## src/design/pqa_pkg.sv

```systemverilog
package pqa_pkg;

  localparam int unsigned PRIO_W = 16;
  localparam int unsigned DATA_W = 32;
  localparam int unsigned OCC_W  = 5;

  typedef enum logic {
    FUNC_INSERT = 1'b0,
    FUNC_REMOVE = 1'b1
  } func_e;

  typedef enum logic [1:0] {
    STAT_INSERTED = 2'd0,
    STAT_REMOVED  = 2'd1,
    STAT_FULL     = 2'd2,
    STAT_EMPTY    = 2'd3
  } status_e;

  typedef enum logic [1:0] {
    ST_IDLE,
    ST_SCAN,
    ST_SHIFT,
    ST_RESP
  } state_e;

  typedef struct packed {
    logic signed [PRIO_W-1:0] prio;
    logic signed [DATA_W-1:0] data;
  } entry_t;

  typedef struct packed {
    logic                     func;
    logic signed [PRIO_W-1:0] priority_req;
    logic signed [DATA_W-1:0] payload;
  } req_t;

  typedef struct packed {
    status_e                  status;
    logic signed [PRIO_W-1:0] out_priority;
    logic signed [DATA_W-1:0] out_payload;
    logic [OCC_W-1:0]         occupancy;
  } rsp_t;

endpackage

```

## src/design/pqa_chan_if.sv

```systemverilog
interface pqa_chan_if #(
  parameter type T = logic
);

  logic valid;
  logic ready;
  T     data;

  modport source (
    output valid,
    output data,
    input  ready
  );

  modport sink (
    input  valid,
    input  data,
    output ready
  );

endinterface

```

## src/design/priority_queue_array.sv

```systemverilog
// Bounded priority queue of DEPTH (priority, payload) entries.
// Request channel req_i (pqa_chan_if of pqa_pkg::req_t): func selects insert or
// remove; priority_req and payload are the entry to insert.
// Response channel rsp_o (pqa_chan_if of pqa_pkg::rsp_t): exactly one response
// per request with status, removed entry (zero unless removed) and occupancy.
// Entries sit unsorted in a single-port-write, single-port-read memory in
// insertion order. A remove scans the held entries one per cycle through the
// shared signed comparator, the earliest of equal priorities winning, then
// moves every later entry down one slot, one per cycle.
// From accept, insert, full and empty go straight to the response step;
// a remove with entries held passes through the scan and shift steps first.
// A request is taken only while the sequencer is idle, so a remove occupies
// the block through scan, shift and response, and an insert through response.
// The response register holds one finished transaction; a new request is
// taken while it waits, and the sequencer waits in its response step while
// the receiver stalls.
// Reset empties the queue and drops any pending response; memory contents
// are not cleared and need no clearing pass.
module priority_queue_array #(
  parameter int unsigned DEPTH = 16
) (
  input  logic              clk_i,
  input  logic              rst_ni,
  pqa_chan_if.sink          req_i,
  pqa_chan_if.source        rsp_o
);

  localparam int unsigned CW = $clog2(DEPTH + 1);
  localparam int unsigned AW = $clog2(DEPTH);

  pqa_pkg::state_e  state_q, state_d;
  logic [CW-1:0]    count_q, count_d;
  logic [CW-1:0]    ptr_q, ptr_d;
  logic [CW-1:0]    best_idx_q, best_idx_d;
  pqa_pkg::entry_t  best_q, best_d;
  pqa_pkg::status_e res_status_q, res_status_d;
  logic             out_valid_q, out_valid_d;
  pqa_pkg::rsp_t    out_q, out_d;

  pqa_pkg::entry_t  mem_q [DEPTH];
  pqa_pkg::entry_t  rdata_q;
  logic             rd_en;
  logic [CW:0]      rd_ptr;
  logic             wr_en;
  logic [AW-1:0]    wr_addr;
  pqa_pkg::entry_t  wr_data;

  logic             accept;
  logic             is_remove;
  logic             scan_last;
  logic             shift_last;
  logic             win;
  pqa_pkg::entry_t  scan_best;
  logic [CW-1:0]    scan_idx;
  logic             out_free;
  logic [CW+4:0]    occ_wide;

  assign req_i.ready = (state_q == pqa_pkg::ST_IDLE);
  assign rsp_o.valid = out_valid_q;
  assign rsp_o.data  = out_q;

  assign accept     = req_i.valid && req_i.ready;
  assign is_remove  = (req_i.data.func == pqa_pkg::FUNC_REMOVE);
  assign scan_last  = ((CW+1)'(ptr_q) + (CW+1)'(1)) == (CW+1)'(count_q);
  assign shift_last = ((CW+1)'(ptr_q) + (CW+1)'(1)) >= (CW+1)'(count_q);
  assign win        = (ptr_q == '0) || (rdata_q.prio > best_q.prio);
  assign scan_best  = win ? rdata_q : best_q;
  assign scan_idx   = win ? ptr_q : best_idx_q;
  assign out_free   = !out_valid_q || rsp_o.ready;
  assign occ_wide   = (CW+5)'(count_q);

  always_comb begin
    state_d = state_q;
    unique case (state_q)
      pqa_pkg::ST_IDLE: begin
        if (accept) begin
          if (is_remove && (count_q != '0)) begin
            state_d = pqa_pkg::ST_SCAN;
          end else begin
            state_d = pqa_pkg::ST_RESP;
          end
        end
      end
      pqa_pkg::ST_SCAN: begin
        if (scan_last) begin
          state_d = pqa_pkg::ST_SHIFT;
        end
      end
      pqa_pkg::ST_SHIFT: begin
        if (shift_last) begin
          state_d = pqa_pkg::ST_RESP;
        end
      end
      pqa_pkg::ST_RESP: begin
        if (out_free) begin
          state_d = pqa_pkg::ST_IDLE;
        end
      end
      default: state_d = pqa_pkg::ST_IDLE;
    endcase
  end

  always_comb begin
    count_d      = count_q;
    ptr_d        = ptr_q;
    best_d       = best_q;
    best_idx_d   = best_idx_q;
    res_status_d = res_status_q;
    out_valid_d  = out_valid_q && !rsp_o.ready;
    out_d        = out_q;
    rd_en        = 1'b0;
    rd_ptr       = '0;
    wr_en        = 1'b0;
    wr_addr      = count_q[AW-1:0];
    wr_data.prio = req_i.data.priority_req;
    wr_data.data = req_i.data.payload;
    unique case (state_q)
      pqa_pkg::ST_IDLE: begin
        if (accept) begin
          best_d = '0;
          if (!is_remove) begin
            if (count_q < CW'(DEPTH)) begin
              wr_en        = 1'b1;
              count_d      = count_q + CW'(1);
              res_status_d = pqa_pkg::STAT_INSERTED;
            end else begin
              res_status_d = pqa_pkg::STAT_FULL;
            end
          end else if (count_q == '0) begin
            res_status_d = pqa_pkg::STAT_EMPTY;
          end else begin
            rd_en        = 1'b1;
            ptr_d        = '0;
            res_status_d = pqa_pkg::STAT_REMOVED;
          end
        end
      end
      pqa_pkg::ST_SCAN: begin
        best_d     = scan_best;
        best_idx_d = scan_idx;
        if (!scan_last) begin
          rd_ptr = (CW+1)'(ptr_q) + (CW+1)'(1);
          rd_en  = 1'b1;
          ptr_d  = ptr_q + CW'(1);
        end else begin
          // preload the entry above the winner for the first move
          rd_ptr = (CW+1)'(scan_idx) + (CW+1)'(1);
          rd_en  = rd_ptr < (CW+1)'(count_q);
          ptr_d  = scan_idx;
        end
      end
      pqa_pkg::ST_SHIFT: begin
        if (!shift_last) begin
          wr_en   = 1'b1;
          wr_addr = ptr_q[AW-1:0];
          wr_data = rdata_q;
          rd_ptr  = (CW+1)'(ptr_q) + (CW+1)'(2);
          rd_en   = rd_ptr < (CW+1)'(count_q);
          ptr_d   = ptr_q + CW'(1);
        end else begin
          count_d = count_q - CW'(1);
        end
      end
      pqa_pkg::ST_RESP: begin
        if (out_free) begin
          out_valid_d        = 1'b1;
          out_d.status       = res_status_q;
          out_d.out_priority = best_q.prio;
          out_d.out_payload  = best_q.data;
          out_d.occupancy    = occ_wide[pqa_pkg::OCC_W-1:0];
        end
      end
      default: begin
        out_valid_d = 1'b0;
      end
    endcase
  end

  always_ff @(posedge clk_i or negedge rst_ni) begin
    if (!rst_ni) begin
      state_q     <= pqa_pkg::ST_IDLE;
      count_q     <= '0;
      out_valid_q <= 1'b0;
    end else begin
      state_q     <= state_d;
      count_q     <= count_d;
      out_valid_q <= out_valid_d;
    end
  end

  always_ff @(posedge clk_i) begin
    ptr_q        <= ptr_d;
    best_q       <= best_d;
    best_idx_q   <= best_idx_d;
    res_status_q <= res_status_d;
    out_q        <= out_d;
  end

  always_ff @(posedge clk_i) begin
    if (wr_en) begin
      mem_q[wr_addr] <= wr_data;
    end
  end

  always_ff @(posedge clk_i) begin
    if (rd_en) begin
      rdata_q <= mem_q[rd_ptr[AW-1:0]];
    end
  end

endmodule

```

## src/flat_wrapper.sv

```systemverilog
// flat-port wrapper written by rule: the top's interface ports become plain ports
module priority_queue_array_flat import pqa_pkg::*;
#(
  parameter int unsigned DEPTH = 16
)
  (clk_i, rst_ni, req_i_valid, req_i_data, req_i_ready, rsp_o_valid, rsp_o_data, rsp_o_ready);
  pqa_chan_if #(.T(req_t)) req_i_i ();
  pqa_chan_if #(.T(rsp_t)) rsp_o_i ();
  input  logic clk_i;
  input  logic rst_ni;
  input wire logic [$bits(req_i_i.valid)-1:0] req_i_valid;
  input wire logic [$bits(req_i_i.data)-1:0] req_i_data;
  output wire logic [$bits(req_i_i.ready)-1:0] req_i_ready;
  output wire logic [$bits(rsp_o_i.valid)-1:0] rsp_o_valid;
  output wire logic [$bits(rsp_o_i.data)-1:0] rsp_o_data;
  input wire logic [$bits(rsp_o_i.ready)-1:0] rsp_o_ready;
  assign req_i_i.valid = req_i_valid;
  assign req_i_i.data = req_i_data;
  assign req_i_ready = req_i_i.ready;
  assign rsp_o_valid = rsp_o_i.valid;
  assign rsp_o_data = rsp_o_i.data;
  assign rsp_o_i.ready = rsp_o_ready;
  priority_queue_array #(.DEPTH(DEPTH)) u_core (.clk_i(clk_i), .rst_ni(rst_ni), .req_i(req_i_i), .rsp_o(rsp_o_i));
endmodule
```

## config.mk

```make
export PLATFORM = sky130hd
export DESIGN_NAME = priority_queue_array_flat
export DESIGN_NICKNAME = d
export VERILOG_FILES = /design/src/design/pqa_pkg.sv /design/src/design/pqa_chan_if.sv /design/src/design/priority_queue_array.sv /design/src/flat_wrapper.sv
export SDC_FILE = /design/constraint.sdc
export NUM_CORES = 1
export LEC_CHECK = 0
export BUFFER_PORTS_ARGS = -buffer_cell sky130_fd_sc_hd__buf_2
export CAP_MARGIN = 30
export CELL_PAD_IN_SITES_DETAIL_PLACEMENT = 0
export CELL_PAD_IN_SITES_GLOBAL_PLACEMENT = 1
export CORE_ASPECT_RATIO = 1.4
export CORE_MARGIN = 3
export CORE_UTILIZATION = 53
export DETAILED_ROUTE_END_ITERATION = 8
export GPL_TIMING_DRIVEN = 1
export PLACE_DENSITY_LB_ADDON = 0.1
export SLEW_MARGIN = 5
export SYNTH_ARGS = -nofsm -noshare
export SYNTH_HDL_FRONTEND = slang
export SYNTH_SLANG_ARGS = --single-unit
```

## constraint.sdc

```tcl
create_clock -name clk_i -period 5.9 [get_ports clk_i]
set_input_delay 1.18 -clock clk_i [delete_from_list [all_inputs] [get_ports clk_i]]
set_output_delay 1.18 -clock clk_i [all_outputs]
set_load 0.02 [all_outputs]
```

---- Yosys cells after proc, flatten, opt, wreduce, memory -nomap -nowiden ----
Memory sizes are Yosys's and may differ from the RTL's. A register that Yosys moved wholly into a read port is not among the register bits.
Index checks and enable logic that the tools add are counted.
cells by class
  add/sub/neg operators ................... 6
  order comparisons ....................... 5
  equality and inequality tests ........... 14
  multiplexer cells ....................... 46
  reduce and logical (&&, ||, !) cells .... 20
operators with widths
  cell                   number
  $mux W48               4
  $pmux W48 S2           1
  $mux W5                10
  $gt A16 B16 Y1         1
  $mux W2                8
  $mux W4                4
  $pmux W5 S3            1
  $mux W1                13
  $add A5 B1 Y6 const B  2
  $lt A6 B5 Y1           2
  $ne A2 B2 Y1 const B   6
  $add A5 B1 Y5 const B  2
  $logic_not A5 Y1       2
  $pmux W5 S2            1
  $reduce_and A5 Y1      2
  $ne A2 B1 Y1 const B   4
  $pmux W2 S4            1
  $pmux W4 S2            1
  $add A5 B2 Y6 const B  1
  $eq A6 B5 Y1           1
  $ge A6 B5 Y1           1
  $lt A5 B5 Y1 const B   1
  $reduce_bool A5 Y1     1
  $sub A5 B1 Y5 const B  1
  13 further kinds       20
storage, ports and cells
  register bits ........................... 123
  bits in writable memories ............... 768
  bits of input ports ..................... 53
  output and inout bits ................... 57
  word-level logic and storage cells ...... 104
  memories kept ........................... 1
memory list
  memory        words  width  rd ports  clocked after Yosys merged registers in  write ports  RTL line                    text
  u_core.mem_q  16     48     1         1                                        1            priority_queue_array.sv:40  pqa_pkg::entry_t mem_q [DEPTH];

---- Logic depth before layout (Yosys ltp) ----
  word-level depth ........................ 7
  gate-level depth with buffers ........... 20
  mapped depth without buffers ............ 16

---- Least setup slack after synthesis ----
No wires, ideal clock.
  path kind ............................... register to register
  from .................................... register u_core.ptr_q[0]
  to ...................................... memory u_core.mem_q[12][0] in the netlist's numbering, enable pin
  setup time .............................. 454 ps
  arrival time ............................ 4861 ps
  required time ........................... 5446 ps
  setup slack ............................. 585 ps
  cell stages (with the launch flop) ...... 13
  buffers on the path ..................... 3
  period minus slack after synthesis ...... 5315 ps
  cells stage by stage .................... edfxtp_1 > clkbuf_1 > inv_1 > ha_1 > ha_1 > a21o_1 > a21oi_1 > o211ai_1 > nor2_1 > clkbuf_1 > buf_1 > a31oi_1 > nor2_1
between the ends
  word-level cells in the longest chain between the ends .. 6
  elaborated cells on any way between the ends .. 8
  those cells by class .................... 1 x add/sub; 1 x order compare; 6 x mux
RTL lines
  element                        RTL line                     text
  from (decl)                    priority_queue_array.sv:33   logic [CW-1:0] ptr_q, ptr_d;
  from (signal assigned)         priority_queue_array.sv:192  ptr_q <= ptr_d;
  $add A5 B1 Y6                  priority_queue_array.sv:65   assign shift_last = ((CW+1)'(ptr_q) + (CW+1)'(1)) >= (CW+1)'(count_q);
  $ge A6 B5 Y1                   priority_queue_array.sv:65
  $mux W1                        priority_queue_array.sv:153  if (!shift_last) begin
  $pmux W1 S2                    priority_queue_array.sv:117  unique case (state_q)
  $mux W1                        priority_queue_array.sv:200  if (wr_en) begin
  $mux W1 (implied by the code)  priority_queue_array.sv:201  mem_q[wr_addr] <= wr_data;
  to (decl)                      priority_queue_array.sv:40
Parallel ways exist; a longest one is shown, timed or not.

---- Final worst setup path ----
  from .................................... register u_core.ptr_q[2]
  to ...................................... register, netlist name u_core.rdata_q[34]
between the ends
  word-level cells in the longest chain between the ends .. 7
  elaborated cells on any way between the ends .. 16
  those cells by class .................... 3 x add/sub; 3 x order compare; 1 x eq/ne; 7 x mux; 2 x reduce/logical
RTL lines
  element             RTL line                     text
  $logic_not A5 Y1    priority_queue_array.sv:66   assign win = (ptr_q == '0) || (rdata_q.prio > best_q.prio);
  $logic_or A1 B1 Y1  priority_queue_array.sv:66
  $mux W5             priority_queue_array.sv:68   assign scan_idx = win ? ptr_q : best_idx_q;
  $add A5 B1 Y6       priority_queue_array.sv:147  rd_ptr = (CW+1)'(scan_idx) + (CW+1)'(1);
  $lt A6 B5 Y1        priority_queue_array.sv:148  rd_en = rd_ptr < (CW+1)'(count_q);
  $mux W1             priority_queue_array.sv:141  if (!scan_last) begin
  $pmux W1 S3         priority_queue_array.sv:117
Parallel ways exist; a longest one is shown, timed or not.
A chain may end at the register's enable or synchronous reset.

==> results.cfg <==
[power_and_ir_drop]
seqPwrFrac = 0.372
p_total_mw = 26.8
pwr-share-comb = 0.407
vdd_ir_drop_max_uv = 474
p_clk_frac = 0.221
p_sw_frac = 0.380
p_int_mw = 16.6
switchingPower_mw = 10.2
p_leak_nw = 14.9
power.density_nw_per_um2 = 607

[yosys]
synth_ff_type = edfxtp_1
ys_top_cells_by_count = 931 x edfxtp_1, 148 x and2_1, 113 x a21oi_1
syn_area_sq_um = 39100
async_flop_share = 0.00852
synth_most_common_cell = edfxtp_1
synth_top_area_frac = 0.715
synth_top_area_cell = edfxtp_1
syn_area_per_cell_sq_um = 15.4
synth_area_leaders = edfxtp_1 72%, mux2_2 2.9%, mux2i_1 2.5%, and2_1 2.4%, nand3b_1 1.9%
yosysSeqAreaShare = 0.720
ys_ff_latch = 939
postSynthCellCount = 2536
synth_edf_count = 931
yosys_warnings = 0
syn_nets = 2631
synth.distinct_cells = 59

[layout]
area_growth_pct = 12.7
final_net_count = 2722
fillers = 5494
drive_above_1_share = 0.188
fin_util = 0.605

[worst_setup_path]
rrSetupSlack_ns = 0.96
worst_setup_path_end_kind = flip-flop
path_cells = ha_1 -> nand2_1 -> xnor2_1 -> inv_1 -> ha_1 -> and4b_1 -> and3_1 -> a211oi_1 -> or3_4 -> and2_4 -> buf_4 -> a211oi_1 -> o32a_1 -> o211ai_1
slowest_stage = edfxtp_1
crit_arrival_ns = 5.41
crit_required_ns = 6.37
path_class = flip-flop to flip-flop
start_kind = flip-flop
cp_max_fo = 32
cp_slowest_stage_delay_ns = 0.65

[die]
die-area_sq_um = 77100
num_rows = 117
start_util = 0.536
ios = 110
die_height_um = 327
die_x_um = 236
core_area_sq_um = 72900

[global_route]
grt_overflow = 0
grt_usage = 0.253
grt_pass1_vias = 22526
antenna_found_initial = 1
grt_max_degree = 136
grt_pass1_wl_um = 146000

[detailed_routing]
vias = 22186
drt-initial-drc-count = 1936
wirelength_um = 97700
dr.pass1.iters = 5
ant_nets = 0
drc = 0
vias_per_cell = 6.07
wl_per_cell_um = 26.8

[clock_network]
cts_made_buffers = 88
ctsHoldBuffers = 0
cts_resized = 0
clock_latency_ns = 0.64
post_cts_buffers = 0
clkTransAtPathRegs_ns = 0.06
cts_sinks = 939
tritoncts = yes
clock_path_buffers = 3
h-tree-depth = 3
cts-root-buf = clkbuf_16

[timing]
rsz0062_at_grt = false
min_period_over_period = 0.836
fmax_mhz = 203
worstMarginPinSlew_ns = 1.16
skew_ns = 0.0204
holdWs_ns = 0.374
finalCriticalPeriod_ns = 4.94
final_max_slew_viol_count = 0
finalHoldViolCount = 0
totalNegativeSetupSlack_ns = 0
setup_ws_ns = 0.965
slew_headroom = 0.227
finalSetupViolations = 0

[placed_design]
dp_hpwl_um = 51600
port_buffers = 109
post-place-ws_ns = 1.02
place.gp.congestion = 0.848

[run_status]
outcome = finished, final reports clean

[flow_run]
drv_cap = 0

[hold_path]
hold_class = input pin to asynchronous set/reset pin
==> power by group through the flow <==
stage / registers (mW) / logic (mW) / clock network, mW
finish: 9.95 / 10.9 / 5.92
global route: 10.0 / 11.8 / 6.28
CTS: 9.95 / 10.9 / 6.03
detailed placement: 10.1 / 10.9 / 0
global placement: 10.1 / 10.7 / 0
floorplan: 10.1 / 7.13 / 0
==> worst paths after layout <==
kind | from | end | cells after the start
min in group clk_i | u_core.best_q[7]$_SDFFCE_PN0P_ | u_core.rsp_o.data[12]$_DFFE_PP_ | 0
worst min register to register | u_core.best_q[7]$_SDFFCE_PN0P_ | u_core.rsp_o.data[12]$_DFFE_PP_ | 0
worst min-delay path | rst_ni | u_core.count_q[4]$_DFFE_PN0P_ | 1
worst max-delay path | u_core.ptr_q[2]$_DFFE_PP_ | u_core.rdata_q[34]$_DFFE_PP_ | 14
max in group asynchronous | rst_ni | u_core.count_q[2]$_DFFE_PN0P_ | 1
worst max register to register | u_core.ptr_q[2]$_DFFE_PP_ | u_core.rdata_q[34]$_DFFE_PP_ | 14
==> layout by cell type (no fill, tap or decap), types with 16 or more instances in the layout <==
cell | Yosys | layout
a211o_1 | 48 | 48
a211oi_1 | 87 | 87
a21oi_1 | 113 | 112
a31oi_1 | 58 | 58
and2_1 | 148 | 146
buf_12 | 0 | 22
buf_2 | 43 | 109
buf_4 | 9 | 41
clkbuf_16 | 0 | 91
clkinv_1 | 1 | 16
clkinv_2 | 0 | 17
edfxtp_1 | 931 | 931
ha_1 | 41 | 39
inv_1 | 82 | 82
mux2_2 | 100 | 100
mux2i_1 | 98 | 98
nand2_1 | 74 | 73
nand2b_1 | 54 | 53
nand3b_1 | 97 | 97
nor2_1 | 71 | 54
nor2_4 | 0 | 17
o211ai_1 | 52 | 52
o21ai_0 | 59 | 59
o2bb2ai_1 | 49 | 49
o32a_1 | 48 | 48
or2_2 | 47 | 47
==> stage by stage <==
step | instance area (sq um) | cells
after global routing | 44100 | 3652
after CTS | 44000 | 3648
final | 44100 | 3653
after detailed placement | 41000 | 3485
after global placement | 41000 | 3481
after floorplan | 39100 | 2536
==> worst max-delay path: cells and delay by family (launching register included) <==
kind | cells | cell delay [ns]
and+or+nand+nor | 5 | 1.58
buffers and inverters | 2 | 0.53
DFF | 1 | 0.65
adders and majority gates | 2 | 0.62
AOI/OAI and AO/OA | 4 | 1.05
xor gates and xnor gates | 1 | 0.27
==> routing by layer <==
layer | vias to the layer above | GRT usage | part of all wire
met5 | - | 0 | 0
li1 | 9949 | - | -
met4 | 0 | 0.0761 | 0.023
met1 | 11362 | 0.342 | 0.42
met3 | 134 | 0.0298 | 0.053
met2 | 741 | 0.434 | 0.50
==> registers in the layout (all words and copies together), names as in the netlist <==
name / count
u_core.mem_q: 768
u_core.rsp_o.valid: 1
u_core.rsp_o.data: 55
u_core.best_q: 48
u_core.best_idx_q: 5
u_core.res_status_q: 2
u_core.state_q: 2
u_core.count_q: 5
u_core.ptr_q: 5
u_core.rdata_q: 48
==> final cells by class <==
cell class / instances / area, sq um / area share
flip-flops and latches: 939 / 28200 / 0.639
multi-input cells: 1341 / 10100 / 0.228
clock buffers: 104 / 2350 / 0.0532
repair buffers: 174 / 1330 / 0.0301
well taps: 952 / 1190 / 0.0270
clock inverters: 59 / 669 / 0.0152
inverters: 83 / 312 / 0.00707
diodes: 1 / 2.50 / 0.0000568
==> cells by family after synthesis <==
kind of cell / count (synthesis) / synth area share
AO/OA/AOI/OAI: 550 / 0.101
multiplexers: 199 / 0.0542
flip-flops: 939 / 0.720
AND/OR/NAND/NOR: 536 / 0.0800
buffers and inverters: 256 / 0.0280
adder cells (fa/ha/maj): 42 / 0.0136
XOR/XNOR: 14 / 0.00314
(Power assumes the default switching activity.)
